File: src/rtl/tied_pkg.sv
// Package for the terminal input escape decoder.
// Holds sizes, byte codes, register indexes and the control/status types.
// No dependencies.
package tied_pkg;

	localparam int BUFFER_DEPTH = 64;
	localparam int MAX_RESULTS  = 64;
	localparam int EVT_CNT_W    = $clog2(MAX_RESULTS + 1);
	localparam int CFG_IDX_W    = 3;
	localparam int CFG_DATA_W   = 16;

	localparam logic [7:0] BYTE_ESC   = 8'h1b;
	localparam logic [7:0] BYTE_CR    = 8'h0d;
	localparam logic [7:0] BYTE_LBR   = 8'h5b;
	localparam logic [7:0] BYTE_LT    = 8'h3c;
	localparam logic [7:0] BYTE_SEMI  = 8'h3b;
	localparam logic [7:0] BYTE_M_UP  = 8'h4d;
	localparam logic [7:0] BYTE_M_LO  = 8'h6d;
	localparam logic [7:0] BYTE_A     = 8'h41;
	localparam logic [7:0] BYTE_B     = 8'h42;
	localparam logic [7:0] BYTE_C     = 8'h43;
	localparam logic [7:0] BYTE_D     = 8'h44;
	localparam logic [7:0] BYTE_ZERO  = 8'h30;
	localparam logic [7:0] BYTE_NINE  = 8'h39;
	localparam logic [7:0] FINAL_LO   = 8'h40;
	localparam logic [7:0] FINAL_HI   = 8'h7e;
	localparam logic [7:0] PRINT_LO   = 8'd32;
	localparam logic [7:0] PRINT_HI   = 8'd126;
	localparam logic [5:0] MOUSE_MIN  = 6'd6;

	localparam logic [CFG_IDX_W-1:0] CFG_KEY_UP       = 3'd0;
	localparam logic [CFG_IDX_W-1:0] CFG_KEY_DOWN     = 3'd1;
	localparam logic [CFG_IDX_W-1:0] CFG_KEY_RIGHT    = 3'd2;
	localparam logic [CFG_IDX_W-1:0] CFG_KEY_LEFT     = 3'd3;
	localparam logic [CFG_IDX_W-1:0] CFG_KEY_ESCAPE   = 3'd4;
	localparam logic [CFG_IDX_W-1:0] CFG_KEY_LINEFEED = 3'd5;

	typedef enum logic [3:0] {
		ST_IDLE,
		ST_DSTART,
		ST_LOAD,
		ST_B0,
		ST_B1,
		ST_B2,
		ST_MSCAN,
		ST_CSCAN,
		ST_EMIT,
		ST_FLUSH
	} state_t;

	typedef enum logic [1:0] {
		EV_BYTE,
		EV_ESC,
		EV_CSI,
		EV_MOUSE
	} ev_src_t;

	typedef struct packed {
		logic    push;
		logic    off_clr;
		logic    off_inc;
		logic    drop_one;
		logic    drop_upto;
		logic    drop_all;
		logic    par_clr;
		logic    par_step;
		logic    par_mouse;
		logic    build;
		ev_src_t src;
		logic    emit;
		logic    flush;
	} cmd_t;

	typedef struct packed {
		logic cnt_zero;
		logic cnt_one;
		logic cnt_two;
		logic cnt_ge6;
		logic full;
		logic off_last;
		logic is_esc;
		logic is_lbr;
		logic is_lt;
		logic is_mterm;
		logic is_final;
		logic mouse_ok;
		logic csi_ok;
		logic ev_valid;
		logic out_free;
	} sts_t;

	typedef struct packed {
		logic        event_last;
		logic        event_kind;
		logic [15:0] key_value;
		logic        printable;
		logic [7:0]  ascii_char;
		logic [2:0]  modifier_mask;
		logic [15:0] pointer_x;
		logic [15:0] pointer_y;
		logic        pointer_moved;
		logic [6:0]  mouse_flags;
	} ev_t;

endpackage

File: src/rtl/tied_byte_if.sv
// Input byte channel of the terminal input escape decoder.
// Valid/ready handshake; no dependencies.
interface tied_byte_if;
	logic       valid;
	logic       ready;
	logic [7:0] in_byte;
	logic       read_end;

	modport source (output valid, output in_byte, output read_end, input ready);
	modport sink (input valid, input in_byte, input read_end, output ready);
endinterface

File: src/rtl/tied_event_if.sv
// Event channel of the terminal input escape decoder.
// Valid/ready handshake; no dependencies.
interface tied_event_if;
	logic        valid;
	logic        ready;
	logic        event_last;
	logic        event_kind;
	logic [15:0] key_value;
	logic        printable;
	logic [7:0]  ascii_char;
	logic [2:0]  modifier_mask;
	logic [15:0] pointer_x;
	logic [15:0] pointer_y;
	logic        pointer_moved;
	logic [6:0]  mouse_flags;

	modport source (output valid, output event_last, output event_kind, output key_value,
		output printable, output ascii_char, output modifier_mask, output pointer_x,
		output pointer_y, output pointer_moved, output mouse_flags, input ready);
	modport sink (input valid, input event_last, input event_kind, input key_value,
		input printable, input ascii_char, input modifier_mask, input pointer_x,
		input pointer_y, input pointer_moved, input mouse_flags, output ready);
endinterface

File: src/rtl/tied_ctrl.sv
// Controller of the terminal input escape decoder: sequences byte fetches,
// parse steps, drops and event hand-off. Depends on tied_pkg.
module tied_ctrl (
	input  logic          clk,
	input  logic          arst_n,
	input  logic          in_valid,
	input  logic          in_read_end,
	output logic          in_ready,
	input  tied_pkg::sts_t sts,
	output tied_pkg::cmd_t cmd
);

	tied_pkg::state_t state_q, state_d;
	tied_pkg::state_t phase_q, phase_d;
	logic [tied_pkg::EVT_CNT_W-1:0] n_q, n_d;
	logic nm_q, nm_d;

	always_ff @(posedge clk or negedge arst_n) begin
		if (!arst_n) begin
			state_q <= tied_pkg::ST_IDLE;
			phase_q <= tied_pkg::ST_B0;
			n_q     <= '0;
			nm_q    <= 1'b0;
		end else begin
			state_q <= state_d;
			phase_q <= phase_d;
			n_q     <= n_d;
			nm_q    <= nm_d;
		end
	end

	always_comb begin
		state_d  = state_q;
		phase_d  = phase_q;
		n_d      = n_q;
		nm_d     = nm_q;
		cmd      = '0;
		in_ready = 1'b0;
		unique case (state_q)
			tied_pkg::ST_IDLE: begin
				in_ready = 1'b1;
				if (in_valid) begin
					cmd.push = 1'b1;
					if (in_read_end) begin
						n_d     = '0;
						nm_d    = 1'b0;
						state_d = tied_pkg::ST_DSTART;
					end
				end
			end
			tied_pkg::ST_DSTART: begin
				if (sts.cnt_zero) begin
					state_d = tied_pkg::ST_FLUSH;
				end else begin
					cmd.off_clr = 1'b1;
					phase_d     = tied_pkg::ST_B0;
					state_d     = tied_pkg::ST_LOAD;
				end
			end
			tied_pkg::ST_LOAD: begin
				state_d = phase_q;
			end
			tied_pkg::ST_B0: begin
				if (!sts.is_esc || sts.cnt_one) begin
					cmd.build    = 1'b1;
					cmd.src      = sts.is_esc ? tied_pkg::EV_ESC : tied_pkg::EV_BYTE;
					cmd.drop_one = 1'b1;
					state_d      = tied_pkg::ST_EMIT;
				end else begin
					cmd.off_inc = 1'b1;
					phase_d     = tied_pkg::ST_B1;
					state_d     = tied_pkg::ST_LOAD;
				end
			end
			tied_pkg::ST_B1: begin
				if (!sts.is_lbr) begin
					cmd.build    = 1'b1;
					cmd.src      = tied_pkg::EV_ESC;
					cmd.drop_one = 1'b1;
					state_d      = tied_pkg::ST_EMIT;
				end else if (sts.cnt_two) begin
					state_d = tied_pkg::ST_FLUSH;
				end else begin
					cmd.off_inc = 1'b1;
					phase_d     = tied_pkg::ST_B2;
					state_d     = tied_pkg::ST_LOAD;
				end
			end
			tied_pkg::ST_B2: begin
				if (sts.is_lt) begin
					if (nm_q || !sts.cnt_ge6) begin
						state_d = tied_pkg::ST_FLUSH;
					end else begin
						cmd.off_inc = 1'b1;
						cmd.par_clr = 1'b1;
						phase_d     = tied_pkg::ST_MSCAN;
						state_d     = tied_pkg::ST_LOAD;
					end
				end else begin
					cmd.par_clr = 1'b1;
					phase_d     = tied_pkg::ST_CSCAN;
					state_d     = tied_pkg::ST_LOAD;
				end
			end
			tied_pkg::ST_MSCAN: begin
				if (sts.is_mterm) begin
					cmd.drop_upto = 1'b1;
					if (sts.mouse_ok) begin
						cmd.build = 1'b1;
						cmd.src   = tied_pkg::EV_MOUSE;
						state_d   = tied_pkg::ST_EMIT;
					end else begin
						nm_d    = 1'b1;
						state_d = tied_pkg::ST_DSTART;
					end
				end else begin
					cmd.par_step  = 1'b1;
					cmd.par_mouse = 1'b1;
					if (sts.off_last) begin
						if (sts.full) begin
							cmd.drop_one = 1'b1;
							nm_d         = 1'b1;
							state_d      = tied_pkg::ST_DSTART;
						end else begin
							state_d = tied_pkg::ST_FLUSH;
						end
					end else begin
						cmd.off_inc = 1'b1;
						state_d     = tied_pkg::ST_LOAD;
					end
				end
			end
			tied_pkg::ST_CSCAN: begin
				if (sts.is_final) begin
					cmd.drop_upto = 1'b1;
					if (sts.csi_ok) begin
						cmd.build = 1'b1;
						cmd.src   = tied_pkg::EV_CSI;
						state_d   = tied_pkg::ST_EMIT;
					end else begin
						state_d = tied_pkg::ST_FLUSH;
					end
				end else begin
					cmd.par_step = 1'b1;
					if (sts.off_last) begin
						cmd.drop_all = sts.full;
						state_d      = tied_pkg::ST_FLUSH;
					end else begin
						cmd.off_inc = 1'b1;
						state_d     = tied_pkg::ST_LOAD;
					end
				end
			end
			tied_pkg::ST_EMIT: begin
				if (!sts.ev_valid || sts.out_free) begin
					cmd.emit = 1'b1;
					n_d      = n_q + 1'b1;
					nm_d     = 1'b0;
					if (n_q == tied_pkg::EVT_CNT_W'(tied_pkg::MAX_RESULTS - 1)) begin
						state_d = tied_pkg::ST_FLUSH;
					end else begin
						state_d = tied_pkg::ST_DSTART;
					end
				end
			end
			tied_pkg::ST_FLUSH: begin
				if (!sts.ev_valid) begin
					state_d = tied_pkg::ST_IDLE;
				end else if (sts.out_free) begin
					cmd.flush = 1'b1;
					state_d   = tied_pkg::ST_IDLE;
				end
			end
		endcase
	end

endmodule

File: src/rtl/tied_dp.sv
// Datapath of the terminal input escape decoder: circular byte buffer,
// number parser, key registers, event build and output registers.
// Depends on tied_pkg and tied_event_if.
module tied_dp #(
	parameter int BUFFER_DEPTH = tied_pkg::BUFFER_DEPTH
) (
	input  logic                              clk,
	input  logic                              arst_n,
	input  logic [7:0]                        in_byte,
	input  logic                              cfg_we,
	input  logic [tied_pkg::CFG_IDX_W-1:0]    cfg_index,
	input  logic [tied_pkg::CFG_DATA_W-1:0]   cfg_data,
	input  tied_pkg::cmd_t                    cmd,
	output tied_pkg::sts_t                    sts,
	tied_event_if.source                      ev_ch
);

	localparam int HW = (BUFFER_DEPTH > 1) ? $clog2(BUFFER_DEPTH) : 1;
	localparam int CW = $clog2(BUFFER_DEPTH + 1);
	localparam logic [CW:0]   DEPTH_X = (CW + 1)'(BUFFER_DEPTH);
	localparam logic [CW-1:0] DEPTH_C = CW'(BUFFER_DEPTH);

	function automatic logic [HW-1:0] wrap_add(logic [HW-1:0] a, logic [CW-1:0] b);
		logic [CW:0] s;
		s = (CW + 1)'(a) + (CW + 1)'(b);
		if (s >= DEPTH_X) s = s - DEPTH_X;
		return s[HW-1:0];
	endfunction

	function automatic logic [15:0] sat_acc(logic [15:0] v, logic [7:0] b);
		logic [19:0] w;
		w = ({4'b0, v} << 3) + ({4'b0, v} << 1) + {16'b0, b[3:0]};
		return (w > 20'd65535) ? 16'hffff : w[15:0];
	endfunction

	function automatic logic [6:0] btn_flags(logic [15:0] btn, logic release_q);
		logic [6:0] f;
		f = '0;
		if (btn[6]) begin
			f = btn[0] ? 7'h02 : 7'h01;
		end else begin
			case (btn[1:0])
				2'd2: f = release_q ? 7'h40 : (btn[5] ? 7'h20 : 7'h60);
				2'd0, 2'd3: begin
					if (release_q || btn[1:0] == 2'd3) f = btn[5] ? 7'h08 : 7'h18;
					else f = 7'h04;
				end
				default: f = '0;
			endcase
		end
		return f;
	endfunction

	logic [7:0]    mem [BUFFER_DEPTH];
	logic [7:0]    rd_byte_q;
	logic [HW-1:0] head_q;
	logic [CW-1:0] count_q;
	logic [CW-1:0] off_q;
	logic [HW-1:0] rd_addr;
	logic [HW-1:0] wr_addr;
	logic [CW-1:0] upto;

	logic [15:0] cur_q, v0_q, v1_q;
	logic        have_q, bad_q;
	logic [1:0]  nf_q;

	logic [15:0] key_up_q, key_down_q, key_right_q, key_left_q, key_esc_q, key_lf_q;
	logic [15:0] prev_x_q, prev_y_q;

	tied_pkg::ev_t nev_d, nev_q, ev_q, out_q;
	logic          ev_valid_q, out_valid_q;

	logic        is_digit, is_semi;
	logic [15:0] code;
	logic        params_ok;
	logic        full;

	assign full    = (count_q == DEPTH_C);
	assign rd_addr = wrap_add(head_q, off_q);
	assign wr_addr = wrap_add(head_q, count_q);
	assign upto    = off_q + 1'b1;

	assign is_digit = rd_byte_q >= tied_pkg::BYTE_ZERO && rd_byte_q <= tied_pkg::BYTE_NINE;
	assign is_semi  = rd_byte_q == tied_pkg::BYTE_SEMI;

	always_comb begin
		unique case (rd_byte_q)
			tied_pkg::BYTE_A: code = key_up_q;
			tied_pkg::BYTE_B: code = key_down_q;
			tied_pkg::BYTE_C: code = key_right_q;
			tied_pkg::BYTE_D: code = key_left_q;
			default:          code = '0;
		endcase
	end

	// a trailing ';' is an error; one parameter must be 1, two or more end in 2..8
	always_comb begin
		params_ok = !bad_q && !(nf_q != 2'd0 && !have_q);
		if (have_q) begin
			if (nf_q == 2'd0) params_ok = params_ok && cur_q == 16'd1;
			else params_ok = params_ok && cur_q >= 16'd2 && cur_q <= 16'd8;
		end
	end

	always_comb begin
		sts.cnt_zero = count_q == '0;
		sts.cnt_one  = count_q == CW'(1);
		sts.cnt_two  = count_q == CW'(2);
		sts.cnt_ge6  = count_q >= CW'(tied_pkg::MOUSE_MIN);
		sts.full     = full;
		sts.off_last = upto == count_q;
		sts.is_esc   = rd_byte_q == tied_pkg::BYTE_ESC;
		sts.is_lbr   = rd_byte_q == tied_pkg::BYTE_LBR;
		sts.is_lt    = rd_byte_q == tied_pkg::BYTE_LT;
		sts.is_mterm = rd_byte_q == tied_pkg::BYTE_M_UP || rd_byte_q == tied_pkg::BYTE_M_LO;
		sts.is_final = rd_byte_q >= tied_pkg::FINAL_LO && rd_byte_q <= tied_pkg::FINAL_HI;
		sts.mouse_ok = !bad_q && nf_q == 2'd2 && have_q;
		sts.csi_ok   = code != '0 && params_ok;
		sts.ev_valid = ev_valid_q;
		sts.out_free = !out_valid_q || ev_ch.ready;
	end

	always_comb begin
		nev_d = '0;
		unique case (cmd.src)
			tied_pkg::EV_BYTE: begin
				nev_d.key_value = (rd_byte_q == tied_pkg::BYTE_CR) ? key_lf_q : {8'h00, rd_byte_q};
				nev_d.printable = rd_byte_q >= tied_pkg::PRINT_LO &&
					rd_byte_q <= tied_pkg::PRINT_HI;
				nev_d.ascii_char = nev_d.printable ? rd_byte_q : 8'h00;
			end
			tied_pkg::EV_ESC: begin
				nev_d.key_value = key_esc_q;
			end
			tied_pkg::EV_CSI: begin
				nev_d.key_value = code;
				if (nf_q != 2'd0 && have_q) nev_d.modifier_mask = 3'(cur_q - 16'd1);
			end
			tied_pkg::EV_MOUSE: begin
				nev_d.event_kind    = 1'b1;
				nev_d.pointer_x     = (v1_q == '0) ? '0 : v1_q - 16'd1;
				nev_d.pointer_y     = (cur_q == '0) ? '0 : cur_q - 16'd1;
				nev_d.pointer_moved = nev_d.pointer_x != prev_x_q || nev_d.pointer_y != prev_y_q;
				nev_d.mouse_flags   = btn_flags(v0_q, rd_byte_q == tied_pkg::BYTE_M_LO);
			end
		endcase
	end

	always_ff @(posedge clk) begin
		if (cmd.push && !full) mem[wr_addr] <= in_byte;
		rd_byte_q <= mem[rd_addr];
	end

	always_ff @(posedge clk or negedge arst_n) begin
		if (!arst_n) begin
			head_q  <= '0;
			count_q <= '0;
			off_q   <= '0;
		end else begin
			if (cmd.push && !full) count_q <= count_q + 1'b1;
			if (cmd.drop_one) begin
				head_q  <= wrap_add(head_q, CW'(1));
				count_q <= count_q - 1'b1;
			end
			if (cmd.drop_upto) begin
				head_q  <= wrap_add(head_q, upto);
				count_q <= count_q - upto;
			end
			if (cmd.drop_all) count_q <= '0;
			if (cmd.off_clr) off_q <= '0;
			if (cmd.off_inc) off_q <= upto;
		end
	end

	always_ff @(posedge clk) begin
		if (cmd.par_clr) begin
			cur_q  <= '0;
			have_q <= 1'b0;
			nf_q   <= '0;
			bad_q  <= 1'b0;
		end else if (cmd.par_step) begin
			if (is_digit) begin
				cur_q  <= sat_acc(cur_q, rd_byte_q);
				have_q <= 1'b1;
			end else if (is_semi && have_q && !(cmd.par_mouse && nf_q == 2'd2)) begin
				if (nf_q == 2'd0) v0_q <= cur_q;
				if (nf_q == 2'd1) v1_q <= cur_q;
				if (nf_q != 2'd2) nf_q <= nf_q + 2'd1;
				have_q <= 1'b0;
				cur_q  <= '0;
			end else begin
				bad_q <= 1'b1;
			end
		end
	end

	always_ff @(posedge clk or negedge arst_n) begin
		if (!arst_n) begin
			key_up_q    <= 16'd256;
			key_down_q  <= 16'd257;
			key_right_q <= 16'd258;
			key_left_q  <= 16'd259;
			key_esc_q   <= 16'd27;
			key_lf_q    <= 16'd10;
		end else if (cfg_we) begin
			unique case (cfg_index)
				tied_pkg::CFG_KEY_UP:       key_up_q    <= cfg_data;
				tied_pkg::CFG_KEY_DOWN:     key_down_q  <= cfg_data;
				tied_pkg::CFG_KEY_RIGHT:    key_right_q <= cfg_data;
				tied_pkg::CFG_KEY_LEFT:     key_left_q  <= cfg_data;
				tied_pkg::CFG_KEY_ESCAPE:   key_esc_q   <= cfg_data;
				tied_pkg::CFG_KEY_LINEFEED: key_lf_q    <= cfg_data;
				default: ;
			endcase
		end
	end

	always_ff @(posedge clk or negedge arst_n) begin
		if (!arst_n) begin
			prev_x_q    <= 16'hffff;
			prev_y_q    <= 16'hffff;
			ev_valid_q  <= 1'b0;
			out_valid_q <= 1'b0;
		end else begin
			if (cmd.build && cmd.src == tied_pkg::EV_MOUSE) begin
				prev_x_q <= nev_d.pointer_x;
				prev_y_q <= nev_d.pointer_y;
			end
			if (cmd.flush || (cmd.emit && ev_valid_q)) out_valid_q <= 1'b1;
			else if (ev_ch.ready) out_valid_q <= 1'b0;
			if (cmd.flush) ev_valid_q <= 1'b0;
			else if (cmd.emit) ev_valid_q <= 1'b1;
		end
	end

	// held event goes out once the next decode outcome tells whether it is the last
	always_ff @(posedge clk) begin
		if (cmd.build) nev_q <= nev_d;
		if (cmd.emit) ev_q <= nev_q;
		if (cmd.flush) out_q <= tied_pkg::ev_t'({1'b1, ev_q[$bits(tied_pkg::ev_t)-2:0]});
		else if (cmd.emit && ev_valid_q) out_q <= ev_q;
	end

	assign ev_ch.valid         = out_valid_q;
	assign ev_ch.event_last    = out_q.event_last;
	assign ev_ch.event_kind    = out_q.event_kind;
	assign ev_ch.key_value     = out_q.key_value;
	assign ev_ch.printable     = out_q.printable;
	assign ev_ch.ascii_char    = out_q.ascii_char;
	assign ev_ch.modifier_mask = out_q.modifier_mask;
	assign ev_ch.pointer_x     = out_q.pointer_x;
	assign ev_ch.pointer_y     = out_q.pointer_y;
	assign ev_ch.pointer_moved = out_q.pointer_moved;
	assign ev_ch.mouse_flags   = out_q.mouse_flags;

endmodule

File: src/rtl/terminal_input_escape_decoder.sv
// Top level of the terminal input escape decoder: controller plus datapath.
// Depends on tied_pkg, tied_byte_if, tied_event_if, tied_ctrl and tied_dp.
//
//   channel    direction  handshake          payload
//   byte_ch    in         valid/ready        in_byte, read_end
//   event_ch   out        valid/ready        event fields
//   cfg        in         cfg_we, no wait    cfg_index, cfg_data
//
// A byte without read_end is just pushed into the buffer. After a read end the
// buffer is decoded from the front; each byte examined is first fetched through
// the registered buffer read port, and each event then passes the emit step.
// Reset leaves the buffer empty and the key codes at their defaults.
// Each event is held back until the next decode outcome is known; a stalled
// event port holds the decoder in its emit or flush step, and no request is
// taken on the byte port until decoding has finished.
module terminal_input_escape_decoder #(
	parameter int BUFFER_DEPTH = tied_pkg::BUFFER_DEPTH
) (
	input  logic                            clk,
	input  logic                            arst_n,
	tied_byte_if.sink                       byte_ch,
	tied_event_if.source                    event_ch,
	input  logic                            cfg_we,
	input  logic [tied_pkg::CFG_IDX_W-1:0]  cfg_index,
	input  logic [tied_pkg::CFG_DATA_W-1:0] cfg_data
);

	tied_pkg::cmd_t cmd;
	tied_pkg::sts_t sts;
	logic           in_ready;

	assign byte_ch.ready = in_ready;

	tied_ctrl u_ctrl (
		.clk         (clk),
		.arst_n      (arst_n),
		.in_valid    (byte_ch.valid),
		.in_read_end (byte_ch.read_end),
		.in_ready    (in_ready),
		.sts         (sts),
		.cmd         (cmd)
	);

	tied_dp #(
		.BUFFER_DEPTH (BUFFER_DEPTH)
	) u_dp (
		.clk       (clk),
		.arst_n    (arst_n),
		.in_byte   (byte_ch.in_byte),
		.cfg_we    (cfg_we),
		.cfg_index (cfg_index),
		.cfg_data  (cfg_data),
		.cmd       (cmd),
		.sts       (sts),
		.ev_ch     (event_ch)
	);

`ifndef ASSERT_OFF
	a_emit_no_overwrite: assert property (@(posedge clk) disable iff (!arst_n)
		cmd.emit && sts.ev_valid |-> sts.out_free)
		else $error("event overwritten in output register");

	a_flush_last: assert property (@(posedge clk) disable iff (!arst_n)
		cmd.flush |=> event_ch.valid && event_ch.event_last)
		else $error("final event of a read not marked last");

	a_drop_nonempty: assert property (@(posedge clk) disable iff (!arst_n)
		cmd.drop_upto || cmd.drop_one |-> !sts.cnt_zero)
		else $error("drop from empty buffer");

	a_push_only_idle: assert property (@(posedge clk) disable iff (!arst_n)
		cmd.push |-> !(cmd.emit || cmd.flush || cmd.build))
		else $error("byte taken while decoding");
`endif

endmodule
File: src/flat_wrapper.sv
// flat-port wrapper written by rule: the top's interface ports become plain ports
module terminal_input_escape_decoder_flat 
#(
	parameter int BUFFER_DEPTH = tied_pkg::BUFFER_DEPTH
)
  (clk, arst_n, cfg_we, cfg_index, cfg_data, byte_ch_valid, byte_ch_in_byte, byte_ch_read_end, byte_ch_ready, event_ch_valid, event_ch_event_last, event_ch_event_kind, event_ch_key_value, event_ch_printable, event_ch_ascii_char, event_ch_modifier_mask, event_ch_pointer_x, event_ch_pointer_y, event_ch_pointer_moved, event_ch_mouse_flags, event_ch_ready);
  tied_byte_if byte_ch_i ();
  tied_event_if event_ch_i ();
  input  logic clk;
  input  logic arst_n;
  input  logic cfg_we;
  input  logic [tied_pkg::CFG_IDX_W-1:0] cfg_index;
  input  logic [tied_pkg::CFG_DATA_W-1:0] cfg_data;
  input wire logic [$bits(byte_ch_i.valid)-1:0] byte_ch_valid;
  input wire logic [$bits(byte_ch_i.in_byte)-1:0] byte_ch_in_byte;
  input wire logic [$bits(byte_ch_i.read_end)-1:0] byte_ch_read_end;
  output wire logic [$bits(byte_ch_i.ready)-1:0] byte_ch_ready;
  output wire logic [$bits(event_ch_i.valid)-1:0] event_ch_valid;
  output wire logic [$bits(event_ch_i.event_last)-1:0] event_ch_event_last;
  output wire logic [$bits(event_ch_i.event_kind)-1:0] event_ch_event_kind;
  output wire logic [$bits(event_ch_i.key_value)-1:0] event_ch_key_value;
  output wire logic [$bits(event_ch_i.printable)-1:0] event_ch_printable;
  output wire logic [$bits(event_ch_i.ascii_char)-1:0] event_ch_ascii_char;
  output wire logic [$bits(event_ch_i.modifier_mask)-1:0] event_ch_modifier_mask;
  output wire logic [$bits(event_ch_i.pointer_x)-1:0] event_ch_pointer_x;
  output wire logic [$bits(event_ch_i.pointer_y)-1:0] event_ch_pointer_y;
  output wire logic [$bits(event_ch_i.pointer_moved)-1:0] event_ch_pointer_moved;
  output wire logic [$bits(event_ch_i.mouse_flags)-1:0] event_ch_mouse_flags;
  input wire logic [$bits(event_ch_i.ready)-1:0] event_ch_ready;
  assign byte_ch_i.valid = byte_ch_valid;
  assign byte_ch_i.in_byte = byte_ch_in_byte;
  assign byte_ch_i.read_end = byte_ch_read_end;
  assign byte_ch_ready = byte_ch_i.ready;
  assign event_ch_valid = event_ch_i.valid;
  assign event_ch_event_last = event_ch_i.event_last;
  assign event_ch_event_kind = event_ch_i.event_kind;
  assign event_ch_key_value = event_ch_i.key_value;
  assign event_ch_printable = event_ch_i.printable;
  assign event_ch_ascii_char = event_ch_i.ascii_char;
  assign event_ch_modifier_mask = event_ch_i.modifier_mask;
  assign event_ch_pointer_x = event_ch_i.pointer_x;
  assign event_ch_pointer_y = event_ch_i.pointer_y;
  assign event_ch_pointer_moved = event_ch_i.pointer_moved;
  assign event_ch_mouse_flags = event_ch_i.mouse_flags;
  assign event_ch_i.ready = event_ch_ready;
  terminal_input_escape_decoder #(.BUFFER_DEPTH(BUFFER_DEPTH)) u_core (.clk(clk), .arst_n(arst_n), .byte_ch(byte_ch_i), .event_ch(event_ch_i), .cfg_we(cfg_we), .cfg_index(cfg_index), .cfg_data(cfg_data));
endmodule
File: config.mk
export PLATFORM = sky130hd
export DESIGN_NAME = terminal_input_escape_decoder_flat
export DESIGN_NICKNAME = d
export VERILOG_FILES = /design/src/rtl/tied_pkg.sv /design/src/rtl/tied_byte_if.sv /design/src/rtl/tied_event_if.sv /design/src/rtl/tied_ctrl.sv /design/src/rtl/tied_dp.sv /design/src/rtl/terminal_input_escape_decoder.sv /design/src/flat_wrapper.sv
export SDC_FILE = /design/constraint.sdc
export NUM_CORES = 1
export LEC_CHECK = 0
export ABC_CLOCK_PERIOD_IN_PS = 9300
export BUFFER_PORTS_ARGS = -buffer_cell sky130_fd_sc_hd__buf_2
export CAP_MARGIN = 20
export CORE_ASPECT_RATIO = 0.9
export CORE_UTILIZATION = 30
export DETAILED_ROUTE_END_ITERATION = 8
export PLACE_DENSITY = 0.48
export SKIP_LAST_GASP = 1
export SYNTH_ARGS = -nofsm -noshare
export SYNTH_HDL_FRONTEND = slang
export SYNTH_SLANG_ARGS = --single-unit
export TNS_END_PERCENT = 30
File: constraint.sdc
create_clock -name clk -period 9.3 [get_ports clk]
set_input_delay 0.465 -clock clk [delete_from_list [all_inputs] [get_ports clk]]
set_output_delay 0.465 -clock clk [all_outputs]
set_load 0.01 [all_outputs]
Yosys cells after proc, flatten, opt, wreduce, memory -nomap -nowiden
Memories as Yosys holds them, arrays and structs flattened. A register that Yosys moved wholly into a read port is not among the register bits. Index checks and enable logic that the tools add are counted.

Word-level logic and storage cells: 336. Register bits after elaboration: 417. Memory bits (writable): 512. Memories: 1.

Reductions and logical operators: 73. Eq/ne operators: 53. Multiplexer cells: 124. $add $sub $neg: 18. Bitwise operators: 3. Order comparisons: 13.

Memory list: u_core.u_dp.mem (words 64, width 8, rd ports 1, clocked after Yosys merged registers in 1, write ports 1, line tied_dp.sv:54) `logic [7:0] mem [BUFFER_DEPTH];`.

Operator list (number): $mux W69 (2); $mux W16 (6); $mux W4 (24); $mux W7 (12); $pmux W16 S4 (1); $eq A8 B7 Y1 const B (7); $mux W1 (50); $pmux W16 S3 (1); $mux W40 (1); $pmux W4 S10 (1); $mux W6 (6); $ge A8 B7 Y1 const B (4); $logic_not A16 Y1 (2); $ne A16 B16 Y1 (2); $sub A16 B1 Y16 const B (2); $pmux W7 S2 (2); $add A6 B7 Y8 (3); $sub A6 B1 Y6 const B (4); $add A7 B1 Y7 const B (3); $add A19 B17 Y20 (1); $add A20 B4 Y20 (1); $gt A20 B16 Y1 const B (1); $logic_and A1 B1 Y1 (18); $mux W3 (6); 58 further kinds (124).

Depth between registers and ports, before layout
Gate-level depths: netlist of the first run.

Word-level depth: 14. Gate-level depth with buffers: 15. Depth with buffers taken out: 13.

Cells and area by module
Synthesis of the first run repeated with hierarchy kept, for this count alone.

Cell total of the unflattened synthesis: 2443. Area total of the unflattened synthesis: 39395.3 um^2.

By module, submodules not included: tied_dp (cells each 2302, times used 1, area each 38219.2 um^2); tied_ctrl (cells each 141, times used 1, area each 1176.1 um^2).

Worst setup path after synthesis of the first run
Ideal clock, no wire load.

Path kind: register to register. From: register u_core.u_dp.rd_byte_q[2] (read register of u_core.u_dp.mem). To: register u_core.u_dp.nev_q[0] (netlist name) (enable). Library setup time: 0.898 ns. Path buffers: 4. Arrival: 3.907 ns. Cell stages (with the launch flop): 11. Clock period less this slack: 4.805 ns. Slack: 4.495 ns. Cells stage by stage: dfxtp_1 buf_4 and3b_1 buf_6 a22o_1 a2111oi_4 nand4_2 o311ai_4 clkbuf_1 clkbuf_1 nand3_1.

RTL lines: start, declared (line tied_dp.sv:55) `logic [7:0] rd_byte_q;`; end signal, assigned (line tied_dp.sv:238) `if (cmd.build) nev_q <= nev_d;`; end, declared (line tied_dp.sv:70) `tied_pkg::ev_t nev_d, nev_q, ev_q, out_q;`.

Worst setup path in the final report of the first run
From: register u_core.u_dp.off_q[0]. To: register u_core.u_dp.rd_byte_q[4] (read register of u_core.u_dp.mem).

Longest elaborated chain between the ends: 3. Elaborated cells between the ends (all ways): 4. Those cells by class: add/sub (2); order compare (1); mux (1).

Ends and longest elaborated chain: start, declared (line tied_dp.sv:58) `logic [CW-1:0] off_q;`; start signal, assigned (line tied_dp.sv:171) `if (cmd.off_inc) off_q <= upto;`; $add A6 B7 Y8 * (line tied_dp.sv:25) `s = (CW + 1)'(a) + (CW + 1)'(b);`; $ge A8 B7 Y1 or $sub A6 B1 Y6 (tied branches) (line tied_dp.sv:26) `if (s >= DEPTH_X) s = s - DEPTH_X;`; $mux W6 * (line tied_dp.sv:26).

Every way passes the cells marked *; elsewhere a longest branch is shown, timed or not. A chain may end at the register's enable or synchronous reset.

==> summary.txt, run 1 <==
Register area share after synthesis: 68.5%
Min Clock Period, post-route: 4360 ps
Startpoint types: register
Clock Latency Late Sink: 710 ps
Count of vias placed by the detailed router: 21,600
Share of the clock period used by the worst path: 46.9%
Netlist area before placement: 39,400 sq um
Remaining number of nets flagged by the antenna check after routing: 0
Routed length on met3: 4.84 mm
Combined global-route utilization of all metal layers: 14.3%
Number of nets in the final layout: 2,680
Worst-case setup margin in the final layout: 4940 ps
Worst min path class: in -> reg
Combined flip-flop and latch cell area: 27,000 sq um
Starting DRC count in detailed routing: 1,801
Commonest non-fill, non-tap cell in the layout: sky130_fd_sc_hd__edfxtp_1
Chip height: 346 microns
Detailed-placement wirelength estimate: 61.9 mm
Total Negative Setup Slacks: 0 ps
Kind of end point of the critical path: register
Port buffer count: 104
DRC violation count after routing: 0
Count of hold buffers inserted by post-cts repair: 1
Final standard cell count with taps included and fillers excluded: 4,370
Pin count of the biggest net entering global routing: 129
Area Overhead vs Synth: 15.8%
Cell variety after synth: 88
Synthesized instance count: 2,417
CP required: 9850 ps
Maximum level of the CTS H-tree: 3
Number of enable-type register cells in the synthesized netlist: 739
Net count after synthesis: 2,526
Final RePlAce weighted congestion: 0.829
Die area: 133,000 sq um
Worst endpoint data arrival time: 4910 ps
Number of diodes added for antenna fixing: 0
Uppermost layer routed: met4
CTS tree: done
Hold Fails Final Rpt: 0
Achievable clock frequency: 229 MHz
Finished Cell Area: 45,600 sq um
Fillers: 12,300
Overall overflow remaining after global route: 0
Routed wire length: 95.2 mm
Largest fanout of any net on the critical path: 40
Final-report setup violation count: 0
Fraction of layout cells with a size suffix above 1: 24.7%
Leakage dissipation: 0.0161 uW
First-pass iteration count of the detailed router: 5
Max Cap Violations: 0
Cell-by-cell trace of the critical path: ha_4, buf_4, buf_4, mux4_2, mux4_2, nor2b_1, a211oi_1, a21oi_1
Multi-input gate area in the final layout: 11,900 sq um
Floorplan core area: 130,000 sq um
Post-route clock skew: 37.0 ps
Largest stage delay on the critical path: 840 ps
TritonCTS Sinks: 933
Routed met2 length: 44.8 mm
Top post-synthesis cells by area: sky130_fd_sc_hd__edfxtp_1, sky130_fd_sc_hd__mux4_2, sky130_fd_sc_hd__dfrtp_1, sky130_fd_sc_hd__dfstp_2, sky130_fd_sc_hd__mux2_2
Number of buffers inserted during clock tree synthesis: 99
Share of the synthesized area in the top cell type: 56.4%
Run status: completed
Metal-1 WL: 43.0 mm
Initial antenna violation count: 1
Post-detailed-placement cell area: 42,100 sq um
Count of yosys warnings during synthesis: 0
Worst path slowest cell: sky130_fd_sc_hd__ha_4
WL/cell: 21.8 microns
Library cell occupying the most area in the post-synthesis netlist: sky130_fd_sc_hd__edfxtp_1
Number of max-slew violations in the final report: 0
Relative slew slack: 22.9%
Starting utilization of the core area: 30.4%
Root buffer cell: sky130_fd_sc_hd__clkbuf_16
Die boundary width: 384 microns
Maximum buffer depth of the clock tree: 3
Number of I/O pins: 105
Smallest hold slack: 81.4 ps
Critical setup path kind: reg -> reg
Setup bufs post-CTS: 0
Setup repair after global routing missed its margin: false
Average via count per standard cell: 4.95
Share of flip-flops with an asynchronous set or reset after synthesis: 17.7%
Slew @ Worst Pin: 1150 ps
Count of placed standard cells including taps: 4,172
Top library cells by usage in the layout, fill and taps aside: sky130_fd_sc_hd__edfxtp_1, sky130_fd_sc_hd__nor2_1, sky130_fd_sc_hd__mux4_2, sky130_fd_sc_hd__dfrtp_1, sky130_fd_sc_hd__buf_2
Number of cell rows: 125
First-pass GRT wire length: 144 mm
Via count of the first global-routing pass: 22,500
Worst slack after detailed placement: 4860 ps
Areal power density over the cells: 322 nW/um^2
Post-cts sizing count: 0
Worst IR Drop VDD: 0.273 mV
Synth Area per Inst: 16.3 sq um
#FFs+latches synth: 933
Flip-flop cell with the highest count after synthesis: sky130_fd_sc_hd__edfxtp_1
Clock transition at the registers of the reported paths: 60 ps
[cell usage after synthesis, types with 40 or more instances]
library cell,number
sky130_fd_sc_hd__dfrtp_1,117
sky130_fd_sc_hd__o21ai_0,47
sky130_fd_sc_hd__ha_1,70
sky130_fd_sc_hd__mux2_2,99
sky130_fd_sc_hd__nor2_1,193
sky130_fd_sc_hd__a21oi_1,101
sky130_fd_sc_hd__xnor2_1,49
sky130_fd_sc_hd__inv_1,40
sky130_fd_sc_hd__mux4_2,160
sky130_fd_sc_hd__edfxtp_1,739
sky130_fd_sc_hd__dfstp_2,48
sky130_fd_sc_hd__a21o_1,48
sky130_fd_sc_hd__nand2_1,100
sky130_fd_sc_hd__nand3_1,40
sky130_fd_sc_hd__clkbuf_1,77
[report_power, final]
part           total, uW  switching (uW)  internal [uW]
Clock               3970            1670           2290
Combinational       5230            2960           2270
Sequential          5470             383           5080
Total              14700            5020           9650
[cell families (layout without fill, tap and decap cells)]
family	Yosys count	count (layout)	share of synthesized area, %
buffers and inverters	147	386	1.53
adders and majority gates	76	76	2.53
muxes	289	289	12.8
and+or+nand+nor	548	548	7.01
other	1	1	0.00953
xor gates and xnor gates	73	73	1.66
DFF	933	933	68.5
AOI/OAI and AO/OA	350	350	6.00
[stage by stage]
| stage | power, uW | util [%] |
|---|---|---|
| after global placement | 10800 | 32.4 |
| after detailed placement | 10800 | 32.4 |
| final | 14700 | 35.1 |
| after global routing | 15400 | 35.1 |
| after floorplan | 9150 | - |
| after CTS | 14800 | 35.0 |
[flip-flops by register name, indices dropped and copies added (netlist names), 8 cells and up]
name and flops:
u_core.u_dp.mem 512, u_core.u_dp.ev_q 69, u_core.u_dp.nev_q 69, u_core.u_dp.cur_q 16
u_core.u_dp.ev_ch.key_value 16, u_core.u_dp.ev_ch.pointer_x 16, u_core.u_dp.ev_ch.pointer_y 16, u_core.u_dp.key_down_q 16
u_core.u_dp.key_esc_q 16, u_core.u_dp.key_left_q 16, u_core.u_dp.key_lf_q 16, u_core.u_dp.key_right_q 16
u_core.u_dp.key_up_q 16, u_core.u_dp.prev_x_q 16, u_core.u_dp.prev_y_q 16, u_core.u_dp.v1_q 16
u_core.u_dp.ev_ch.ascii_char 8, u_core.u_dp.rd_byte_q 8
[per-layer routing]
metal / up-vias / global-route usage, %
met1: 11100 / 19.6
met3: 152 / 2.91
met4: 0 / 4.28
met2: 547 / 22.8
met5: - / 0
li1: 9808 / -
[path summary, 6_finish.rpt]
check                                 startpoint                    endpoint  slack, ps  depth (start not counted)
hold reg to reg            u_core.u_dp.nev_q[27]        u_core.u_dp.ev_q[27]        410                          0
hold / removal                       cfg_data[0]  u_core.u_dp.key_right_q[0]         80                          2
setup / recovery            u_core.u_dp.off_q[0]    u_core.u_dp.rd_byte_q[4]       4940                          8
setup reg to reg            u_core.u_dp.off_q[0]    u_core.u_dp.rd_byte_q[4]       4940                          8
max in group asynchronous                 arst_n  u_core.u_dp.key_down_q[13]       7050                          4
min in group asynchronous                 arst_n        u_core.u_ctrl.n_q[2]        260                          2
[critical path: cells and delay by family (launching register included)]
kind | cells | cell delay (ps)
buf+inv | 2 | 1190
mux | 2 | 1100
fa+ha+maj | 1 | 840
flops | 1 | 470
compound gates | 2 | 280
simple gates | 1 | 160
[layout make-up]
| cell class | instances | share of cell area [%] |
|---|---|---|
| tap | 1714 | 4.71 |
| inverter | 42 | 0.346 |
| timing repair buffer | 158 | 2.40 |
| clock inverter | 63 | 1.40 |
| multi-input combinational | 1337 | 26.2 |
| clock buffer | 123 | 5.82 |
| sequential | 933 | 59.2 |
Note: power is estimated with default switching activity, not from simulation.
==> run 2: changes to the inputs <==
--- a/config.mk
+++ b/config.mk
@@ -5,13 +5,14 @@
 export SDC_FILE = /design/constraint.sdc
 export NUM_CORES = 1
 export LEC_CHECK = 0
-export ABC_CLOCK_PERIOD_IN_PS = 9300
+export ABC_AREA = 1
+export ABC_CLOCK_PERIOD_IN_PS = 3800
 export BUFFER_PORTS_ARGS = -buffer_cell sky130_fd_sc_hd__buf_2
 export CAP_MARGIN = 20
 export CORE_ASPECT_RATIO = 0.9
 export CORE_UTILIZATION = 30
 export DETAILED_ROUTE_END_ITERATION = 8
-export PLACE_DENSITY = 0.48
+export PLACE_DENSITY = 0.5
 export SKIP_LAST_GASP = 1
 export SYNTH_ARGS = -nofsm -noshare
 export SYNTH_HDL_FRONTEND = slang
==> constraint.sdc (replaced) <==
create_clock -name clk -period 3.8 [get_ports clk]
set_input_delay 0.19 -clock clk [delete_from_list [all_inputs] [get_ports clk]]
set_output_delay 0.19 -clock clk [all_outputs]
set_load 0.01 [all_outputs]
==> run 2 against run 1 <==
Clock skew increased by 27 ps. Critical path type unchanged. Power increased by 130%. Worst hold slack got worse by 63 ps. Global-route usage rose by 1.3 points. Critical endpoint is now u_core.u_dp.cur_q[13].
==> summary.txt, run 2 <==
Fraction of layout cells with a size suffix above 1: 13.9% (-11 points)
Dominant delay contributor by cell family on the critical path: adder cells
Number of buffers inserted during clock tree synthesis: 100 (+1.0%)
Run status: completed
Share of flip-flops with an asynchronous set or reset after synthesis: 17.7% (unchanged)
Kind of end point of the critical path: register
Overall overflow remaining after global route: 0 (unchanged)
Worst path slowest cell: sky130_fd_sc_hd__dfxtp_1
Number of enable-type register cells in the synthesized netlist: 739 (unchanged)
Count of hold buffers inserted by post-cts repair: 23 (+22)
First-pass GRT wire length: 164 mm (+14%)
Via count of the first global-routing pass: 26,400 (+17%)
Maximum level of the CTS H-tree: 3 (unchanged)
Top library cells by usage in the layout, fill and taps aside: sky130_fd_sc_hd__edfxtp_1, sky130_fd_sc_hd__nand2_1, sky130_fd_sc_hd__nor2_1, sky130_fd_sc_hd__o21ai_0, sky130_fd_sc_hd__nand3_1
Number of max-slew violations in the final report: 0 (unchanged)
Finished Cell Area: 47,900 sq um (+5.1%)
Worst min path class: in -> reg
Cell-by-cell trace of the critical path: fa_1, fa_1, nand3_1, nand2_1, a21boi_0, inv_1, nand2_1, nand3_1, a21oi_1, buf_4, nand3_1, nand2_1, a21oi_1
Relative slew slack: 28.9% (+6.0 points)
WL/cell: 18.7 microns (-14%)
WP depth: 13 (+5)
Startpoint types: register
Hold Fails Final Rpt: 0 (unchanged)
Switching component of the power: 12,000 uW (+140%)
CP required: 4360 ps (-5490 ps)
Critical setup path kind: reg -> reg
Most numerous cell types in the synthesized netlist: sky130_fd_sc_hd__edfxtp_1, sky130_fd_sc_hd__nand2_1, sky130_fd_sc_hd__nor2_1, sky130_fd_sc_hd__o21ai_0, sky130_fd_sc_hd__nand3_1
Port buffer count: 104 (unchanged)
Average via count per standard cell: 4.81 (-3.0%)
Netlist area before placement: 40,500 sq um (+3.0%)
Floorplan core area: 134,000 sq um (+3.1%)
Die area: 137,000 sq um (+3.0%)
Start point of the critical path: u_core.u_dp.rd_byte_q[3]
Top post-synthesis cells by area: sky130_fd_sc_hd__edfxtp_1, sky130_fd_sc_hd__dfrtp_1, sky130_fd_sc_hd__nand2_1, sky130_fd_sc_hd__nor2_1, sky130_fd_sc_hd__o21ai_0
Count of vias placed by the detailed router: 27,500 (+27%)
Chip height: 351 microns (+1.5%)
Share of the synthesized area in the top cell type: 54.7% (-1.6 points)
Largest stage delay on the critical path: 740 ps (-100 ps)
Worst Hold Path Cells: 5 (+3)
Net Sw Frac: 36.2% (+2.0 points)
Slew @ Worst Pin: 1060 ps (-90.8 ps)
First-pass iteration count of the detailed router: 6 (+1)
Final RePlAce weighted congestion: 0.858 (+3.4%)
Flip-flop cell with the highest count after synthesis: sky130_fd_sc_hd__edfxtp_1
Area Overhead vs Synth: 18.1%
Starting DRC count in detailed routing: 2,370 (+32%)
Cell internal pwr: 21,200 uW (+120%)
TritonCTS Sinks: 933 (unchanged)
Overall power: 33,300 uW (+130%)
Clock Latency Late Sink: 730 ps (+20 ps)
Areal power density over the cells: 695 nW/um^2 (+120%)
Starting utilization of the core area: 30.3% (about the same)
Top register by number of flip-flops: u_core.u_dp.mem
Min Clock Period, post-route: 3420 ps (-945 ps)
Final-report setup violation count: 0 (unchanged)
Detailed-placement wirelength estimate: 70.2 mm (+13%)
Worst IR Drop VDD: 0.488 mV (+79%)
Worst endpoint data arrival time: 3980 ps (-930 ps)
Root buffer cell: sky130_fd_sc_hd__clkbuf_16
Post-cts sizing count: 0 (unchanged)
Endpoint of the worst setup timing path: u_core.u_dp.cur_q[13]
Setup repair after global routing missed its margin: false
Number of diodes added for antenna fixing: 0 (unchanged)
CTS tree: done
Number of cell rows: 127 (+1.6%)
Share of the clock period used by the worst path: 89.9% (+43 points)
Beginning of the worst register-to-register path: u_core.u_dp.rd_byte_q[3]
Share of total power in sequential cells: 38.1% (+0.8 points)
Post-detailed-placement cell area: 44,200 sq um (+5.1%)
#FFs+latches synth: 933 (unchanged)
Maximum buffer depth of the clock tree: 3 (unchanged)
Largest fanout of any net on the critical path: 16 (-60%)
Post-route clock skew: 63.8 ps (+26.8 ps)
Cell variety after synth: 62 (-30%)
Initial antenna violation count: 0 (-1)
Top Registers: u_core.u_dp.mem (512), u_core.u_dp.ev_q (69), u_core.u_dp.nev_q (69)
Synth Area per Inst: 11.3 sq um (-30%)
Register area share after synthesis: 66.5% (-2.0 points)
Max Cap Violations: 0 (unchanged)
Library cell occupying the most area in the post-synthesis netlist: sky130_fd_sc_hd__edfxtp_1
Number of buffer and inverter instances along the worst setup path: 2 (unchanged)
Routed wire length: 107 mm (+12%)
Leakage dissipation: 0.0180 uW (+12%)
Number of flip-flops in the largest register: 512 (unchanged)
Count of yosys warnings during synthesis: 0 (unchanged)
Commonest non-fill, non-tap cell in the layout: sky130_fd_sc_hd__edfxtp_1
DRC violation count after routing: 0 (unchanged)
Most frequent cell after synthesis: sky130_fd_sc_hd__edfxtp_1
End of the worst register-to-register path: u_core.u_dp.cur_q[13]
Setup bufs post-CTS: 0 (unchanged)
Number of nets in the final layout: 3,938 (+47%)
Clock transition at the registers of the reported paths: 60 ps (about the same)
Achievable clock frequency: 293 MHz (+28%)
Remaining number of nets flagged by the antenna check after routing: 0 (unchanged)
Synthesized instance count: 3,575 (+48%)
Combined global-route utilization of all metal layers: 15.6% (+1.3 points)
Net count after synthesis: 3,684 (+46%)
Die boundary width: 389 microns (+1.5%)
Worst Reg-to-Reg Cells: 13 (+5)
Power share of the clock group: 29.7% (+2.7 points)
Slack of the worst reg-to-reg path: 380 ps (-4550 ps)
Pin count of the biggest net entering global routing: 86 (-33%)
Combinational cell fraction of total power: 32.2% (-3.5 points)
Number of I/O pins: 105 (unchanged)
[run 2: cell types whose count changed in the layout (fill, tap and decap cells not counted), moves of 36 or more]
cell,change
sky130_fd_sc_hd__mux4_2,-160
sky130_fd_sc_hd__nor2_1,+358
sky130_fd_sc_hd__mux2_2,-99
sky130_fd_sc_hd__nand2_1,+496
sky130_fd_sc_hd__o21ai_0,+261
sky130_fd_sc_hd__a21oi_1,-36
sky130_fd_sc_hd__buf_4,+129
sky130_fd_sc_hd__nand3_1,+157
sky130_fd_sc_hd__a21o_1,-45
sky130_fd_sc_hd__o221ai_1,+62
sky130_fd_sc_hd__o32ai_1,+64
sky130_fd_sc_hd__inv_1,+154
sky130_fd_sc_hd__nand4_1,+44
[run 2: metrics by stage]
step | hold slack, ps | cells | worst slack (ps) | util [%] | TNS [ps]
2_1_floorplan | -106 | 3575 | -308 | - | -42420
3_3_place_gp | 359 | 5507 | 392 | 33.1 | 0
3_5_place_dp | 373 | 5507 | 399 | 33.1 | 0
4_1_cts | 49.1 | 5717 | 361 | 35.8 | 0
5_1_grt | 37.9 | 5720 | 69.3 | 35.8 | 0
6_report | 17.9 | 5720 | 384 | 35.8 | 0
[run 2: power by group through the flow]
stage               Clock [uW]  Combinational [uW]  Sequential [uW]
floorplan                    0                6710            12800
global placement             0               10700            12900
detailed placement           0               10700            12900
CTS                      10100               10800            12700
global route             10500               11800            12800
finish                    9870               10700            12700
[run 2: how the worst min path moves through the flow]
stage	from	to
2_1_floorplan	arst_n	u_core.u_ctrl.n_q[0]
3_3_place_gp	arst_n	u_core.u_dp.key_lf_q[2]
3_5_place_dp	arst_n	u_core.u_dp.key_lf_q[2]
4_1_cts	byte_ch_in_byte[4]	u_core.u_dp.mem[58][4]
5_1_grt	cfg_we	u_core.u_dp.key_up_q[8]
6_report	cfg_we	u_core.u_dp.key_up_q[8]
[run 2: cells by family (layout without fill, tap and decap cells)]
group                      Yosys count  in the layout  synth area share (%)
AOI/OAI and AO/OA                  574            574                  8.76
xor gates and xnor gates            53             53                  1.15
adders and majority gates           76             76                  2.46
buffers and inverters              360            699                  3.55
DFF                                933            933                  66.5
muxes                               64             64                  1.58
other                                1              1               0.00925
and+or+nand+nor                   1514           1514                  16.0
[run 2: layout make-up]
cell class,instances,area [sq um]
well taps,1806,2260
clock buffers,122,2640
fillers,13200,85800
clock inverters,65,728
inverters,207,783
repair buffers,305,2270
flip-flops and latches,933,27000
multi-input cells,2282,12200
[run 2: metal layers]
layer	vias up	global-route usage, %	wire length (microns)
li1	13200	-	-
met1	13400	23.0	51800
met2	709	23.5	47100
met3	140	2.63	5670
met4	0	4.23	2360
met5	-	0	0
[run 2: tightest hold or removal path: stages]
cell                      delay, ps
sky130_fd_sc_hd__buf_2          100
sky130_fd_sc_hd__inv_1           40
sky130_fd_sc_hd__nor2_1          60
sky130_fd_sc_hd__nand2_1        210
sky130_fd_sc_hd__o21ai_0        120
==> run 3: changes to the inputs <==
--- a/config.mk
+++ b/config.mk
@@ -13,6 +13,7 @@
 export CORE_UTILIZATION = 30
 export DETAILED_ROUTE_END_ITERATION = 8
 export PLACE_DENSITY = 0.5
+export RECOVER_POWER = 100
 export SKIP_LAST_GASP = 1
 export SYNTH_ARGS = -nofsm -noshare
 export SYNTH_HDL_FRONTEND = slang
==> run 3 against run 2 <==
The run now ends with negative hold slack, max-capacitance violations, max-slew violations left. Clock-buffer cell count unchanged. Via count increased by 0.24%. Largest cell class unchanged. Global-route usage unchanged. Power is 0.54% lower. Final cell count did not move. Clock skew is essentially flat. Critical path type unchanged. Core utilization shrank 0.47 points. Non-clock buffer count is the same. Flip-flop and latch count unchanged. Combinational power barely moved. Sequential share of layout area increased by 0.75 points.
==> summary.txt, run 3 (synthesized netlist as in run 2, its figures left out) <==
Count of vias placed by the detailed router: 27,600 (+0.24%)
Number of flip-flops in the largest register: 512 (unchanged)
Root buffer cell: sky130_fd_sc_hd__clkbuf_16
Worst-case setup margin in the final layout: 174 ps (-210 ps)
Clock transition at the registers of the reported paths: 60 ps (about the same)
Commonest non-fill, non-tap cell in the layout: sky130_fd_sc_hd__edfxtp_1
CTS tree: done
Remaining number of nets flagged by the antenna check after routing: 0 (unchanged)
Worst endpoint data arrival time: 3990 ps (about the same)
Worst IR Drop VDD: 0.487 mV (-0.12%)
Fraction of layout cells with a size suffix above 1: 9.68% (-4.2 points)
Number of buffer and inverter instances along the worst setup path: 4 (+2)
Floorplan core area: 134,000 sq um (unchanged)
Clock Latency Late Sink: 730 ps (about the same)
Detailed-placement wirelength estimate: 70.2 mm (unchanged)
Largest fanout of any net on the critical path: 8 (-8)
Top register by number of flip-flops: u_core.u_dp.mem
Combined flip-flop and latch cell area: 27,000 sq um (unchanged)
Total Negative Setup Slacks: 0 ps (unchanged)
First-pass GRT wire length: 164 mm (unchanged)
Post-route clock skew: 64.0 ps (+0.162 ps)
Run status: complete, but fails checks
Number of diodes added for antenna fixing: 0 (unchanged)
Pin count of the biggest net entering global routing: 86 (unchanged)
Die boundary width: 389 microns (unchanged)
Top library cells by usage in the layout, fill and taps aside: sky130_fd_sc_hd__edfxtp_1, sky130_fd_sc_hd__nand2_1, sky130_fd_sc_hd__nor2_1, sky130_fd_sc_hd__o21ai_0, sky130_fd_sc_hd__nand3_1
Startpoint types: register
Average via count per standard cell: 4.82 (+0.24%)
Final-report setup violation count: 0 (unchanged)
Via count of the first global-routing pass: 26,400 (unchanged)
Overall power: 33,100 uW (-0.54%)
Die area: 137,000 sq um (unchanged)
Largest stage delay on the critical path: 500 ps (-240 ps)
Setup bufs post-CTS: 0 (unchanged)
Number of max-slew violations in the final report: 563 (+563)
Number of buffers inserted during clock tree synthesis: 100 (unchanged)
First-pass iteration count of the detailed router: 5 (-1)
Worst path slowest cell: sky130_fd_sc_hd__nand2_1
Relative slew slack: -65.3% (-94 points)
Dominant delay contributor by cell family on the critical path: simple AND/OR/NAND/NOR gates
Worst min path class: in -> reg
Min Clock Period, post-route: 3630 ps (+210 ps)
Leakage dissipation: 0.0174 uW (-3.3%)
Max Cap Violations: 13 (+13)
Cell-by-cell trace of the critical path: inv_1, ha_1, nand2_1, inv_1, nand2_1, nor2_1, nor3_1, inv_1, nor2_1, nand2_1, nor2_1, clkbuf_1
Number of cell rows: 127 (unchanged)
DRC violation count after routing: 0 (unchanged)
Number of nets in the final layout: 3,938 (unchanged)
Area Overhead vs Synth: 16.6%
CP required: 4170 ps (-190 ps)
Worst slack after detailed placement: 399 ps (unchanged)
Starting DRC count in detailed routing: 2,422 (+2.2%)
Number of I/O pins: 105 (unchanged)
Top Registers: u_core.u_dp.mem (512), u_core.u_dp.ev_q (69), u_core.u_dp.nev_q (69)
Chip height: 351 microns (unchanged)
Setup repair after global routing missed its margin: false
Violated checks: negative hold slack, max-capacitance violations, max-slew violations
Achievable clock frequency: 276 MHz (-5.8%)
Post-cts sizing count: 0 (unchanged)
Slew @ Worst Pin: 2480 ps (+1420 ps)
Maximum level of the CTS H-tree: 3 (unchanged)
Multi-input gate area in the final layout: 12,100 sq um (-0.85%)
TritonCTS Sinks: 933 (unchanged)
Share of the clock period used by the worst path: 95.4% (+5.5 points)
Initial antenna violation count: 1 (+1)
Smallest hold slack: -80.7 ps (-98.6 ps)
Fillers: 13,300 (+1.1%)
Routed wire length: 107 mm (+0.19%)
Count of hold buffers inserted by post-cts repair: 23 (unchanged)
Port buffer count: 104 (unchanged)
Starting utilization of the core area: 30.3% (unchanged)
Overall overflow remaining after global route: 0 (unchanged)
Kind of end point of the critical path: register
Combined global-route utilization of all metal layers: 15.6% (unchanged)
Final RePlAce weighted congestion: 0.858 (unchanged)
Hold Fails Final Rpt: 2 (+2)
Maximum buffer depth of the clock tree: 3 (unchanged)
Critical setup path kind: reg -> reg
WL/cell: 18.7 microns (+0.19%)
Areal power density over the cells: 700 nW/um^2 (+0.78%)
run 3: changes by cell type in the layout (fill, tap and decap cells not counted), sizes merged:
cell	delta
buf	-187
clkbuf	+187
run 3: per-stage QoR:
stage          utilization (%)  instances  area, sq um
2_1_floorplan                -       3575        40500
3_3_place_gp              33.1       5507        44200
3_5_place_dp              33.1       5507        44200
4_1_cts                   35.8       5717        47800
5_1_grt                   35.4       5720        47200
6_report                  35.4       5720        47200
run 3: worst paths after layout:
check | start | end | slack, ps | cells after the start
min reg2reg | u_core.u_dp.ev_q[6] | u_core.u_dp.ev_ch.mouse_flags[6] | 420 | 0
min in group asynchronous | arst_n | u_core.u_dp.key_lf_q[2] | 770 | 2
max in group asynchronous | arst_n | u_core.u_dp.prev_x_q[11] | 1050 | 3
max reg2reg | u_core.u_dp.count_q[0] | u_core.u_dp.mem[5][2] | 170 | 12
max | u_core.u_dp.count_q[0] | u_core.u_dp.mem[5][2] | 170 | 12
min | cfg_we | u_core.u_dp.key_up_q[8] | -80 | 5
run 3: routing by layer:
layer	vias to the layer above	global-route usage (%)	share of wire (%)	wire length, microns
li1	13200	-	-	-
met1	13500	23.0	49	52000
met2	707	23.5	44	47000
met3	135	2.63	5.3	5620
met4	0	4.23	2.2	2370
met5	-	0	0	0
run 3: power by group:
part | internal, uW | total (uW) | switching, uW
clock | 5670 | 9870 | 4200
sequential | 12200 | 12700 | 524
combinational | 3240 | 10500 | 7280
total | 21100 | 33100 | 12000
run 3: worst reg2reg max path: stages (launching register included):
cell and delay [ps]:
sky130_fd_sc_hd__dfrtp_1 430, sky130_fd_sc_hd__inv_1 180, sky130_fd_sc_hd__ha_1 260, sky130_fd_sc_hd__nand2_1 150
sky130_fd_sc_hd__inv_1 80, sky130_fd_sc_hd__nand2_1 110, sky130_fd_sc_hd__nor2_1 80, sky130_fd_sc_hd__nor3_1 420
sky130_fd_sc_hd__inv_1 110, sky130_fd_sc_hd__nor2_1 220, sky130_fd_sc_hd__nand2_1 500, sky130_fd_sc_hd__nor2_1 240
sky130_fd_sc_hd__clkbuf_1 480
run 3: final cells by class:
type                    instances  share of cell area (%)
clock inverters                65                    1.54
repair buffers                305                    3.71
flip-flops and latches        933                    57.1
multi-input cells            2282                    25.7
well taps                    1806                    4.78
clock buffers                 122                    5.58
inverters                     207                    1.66
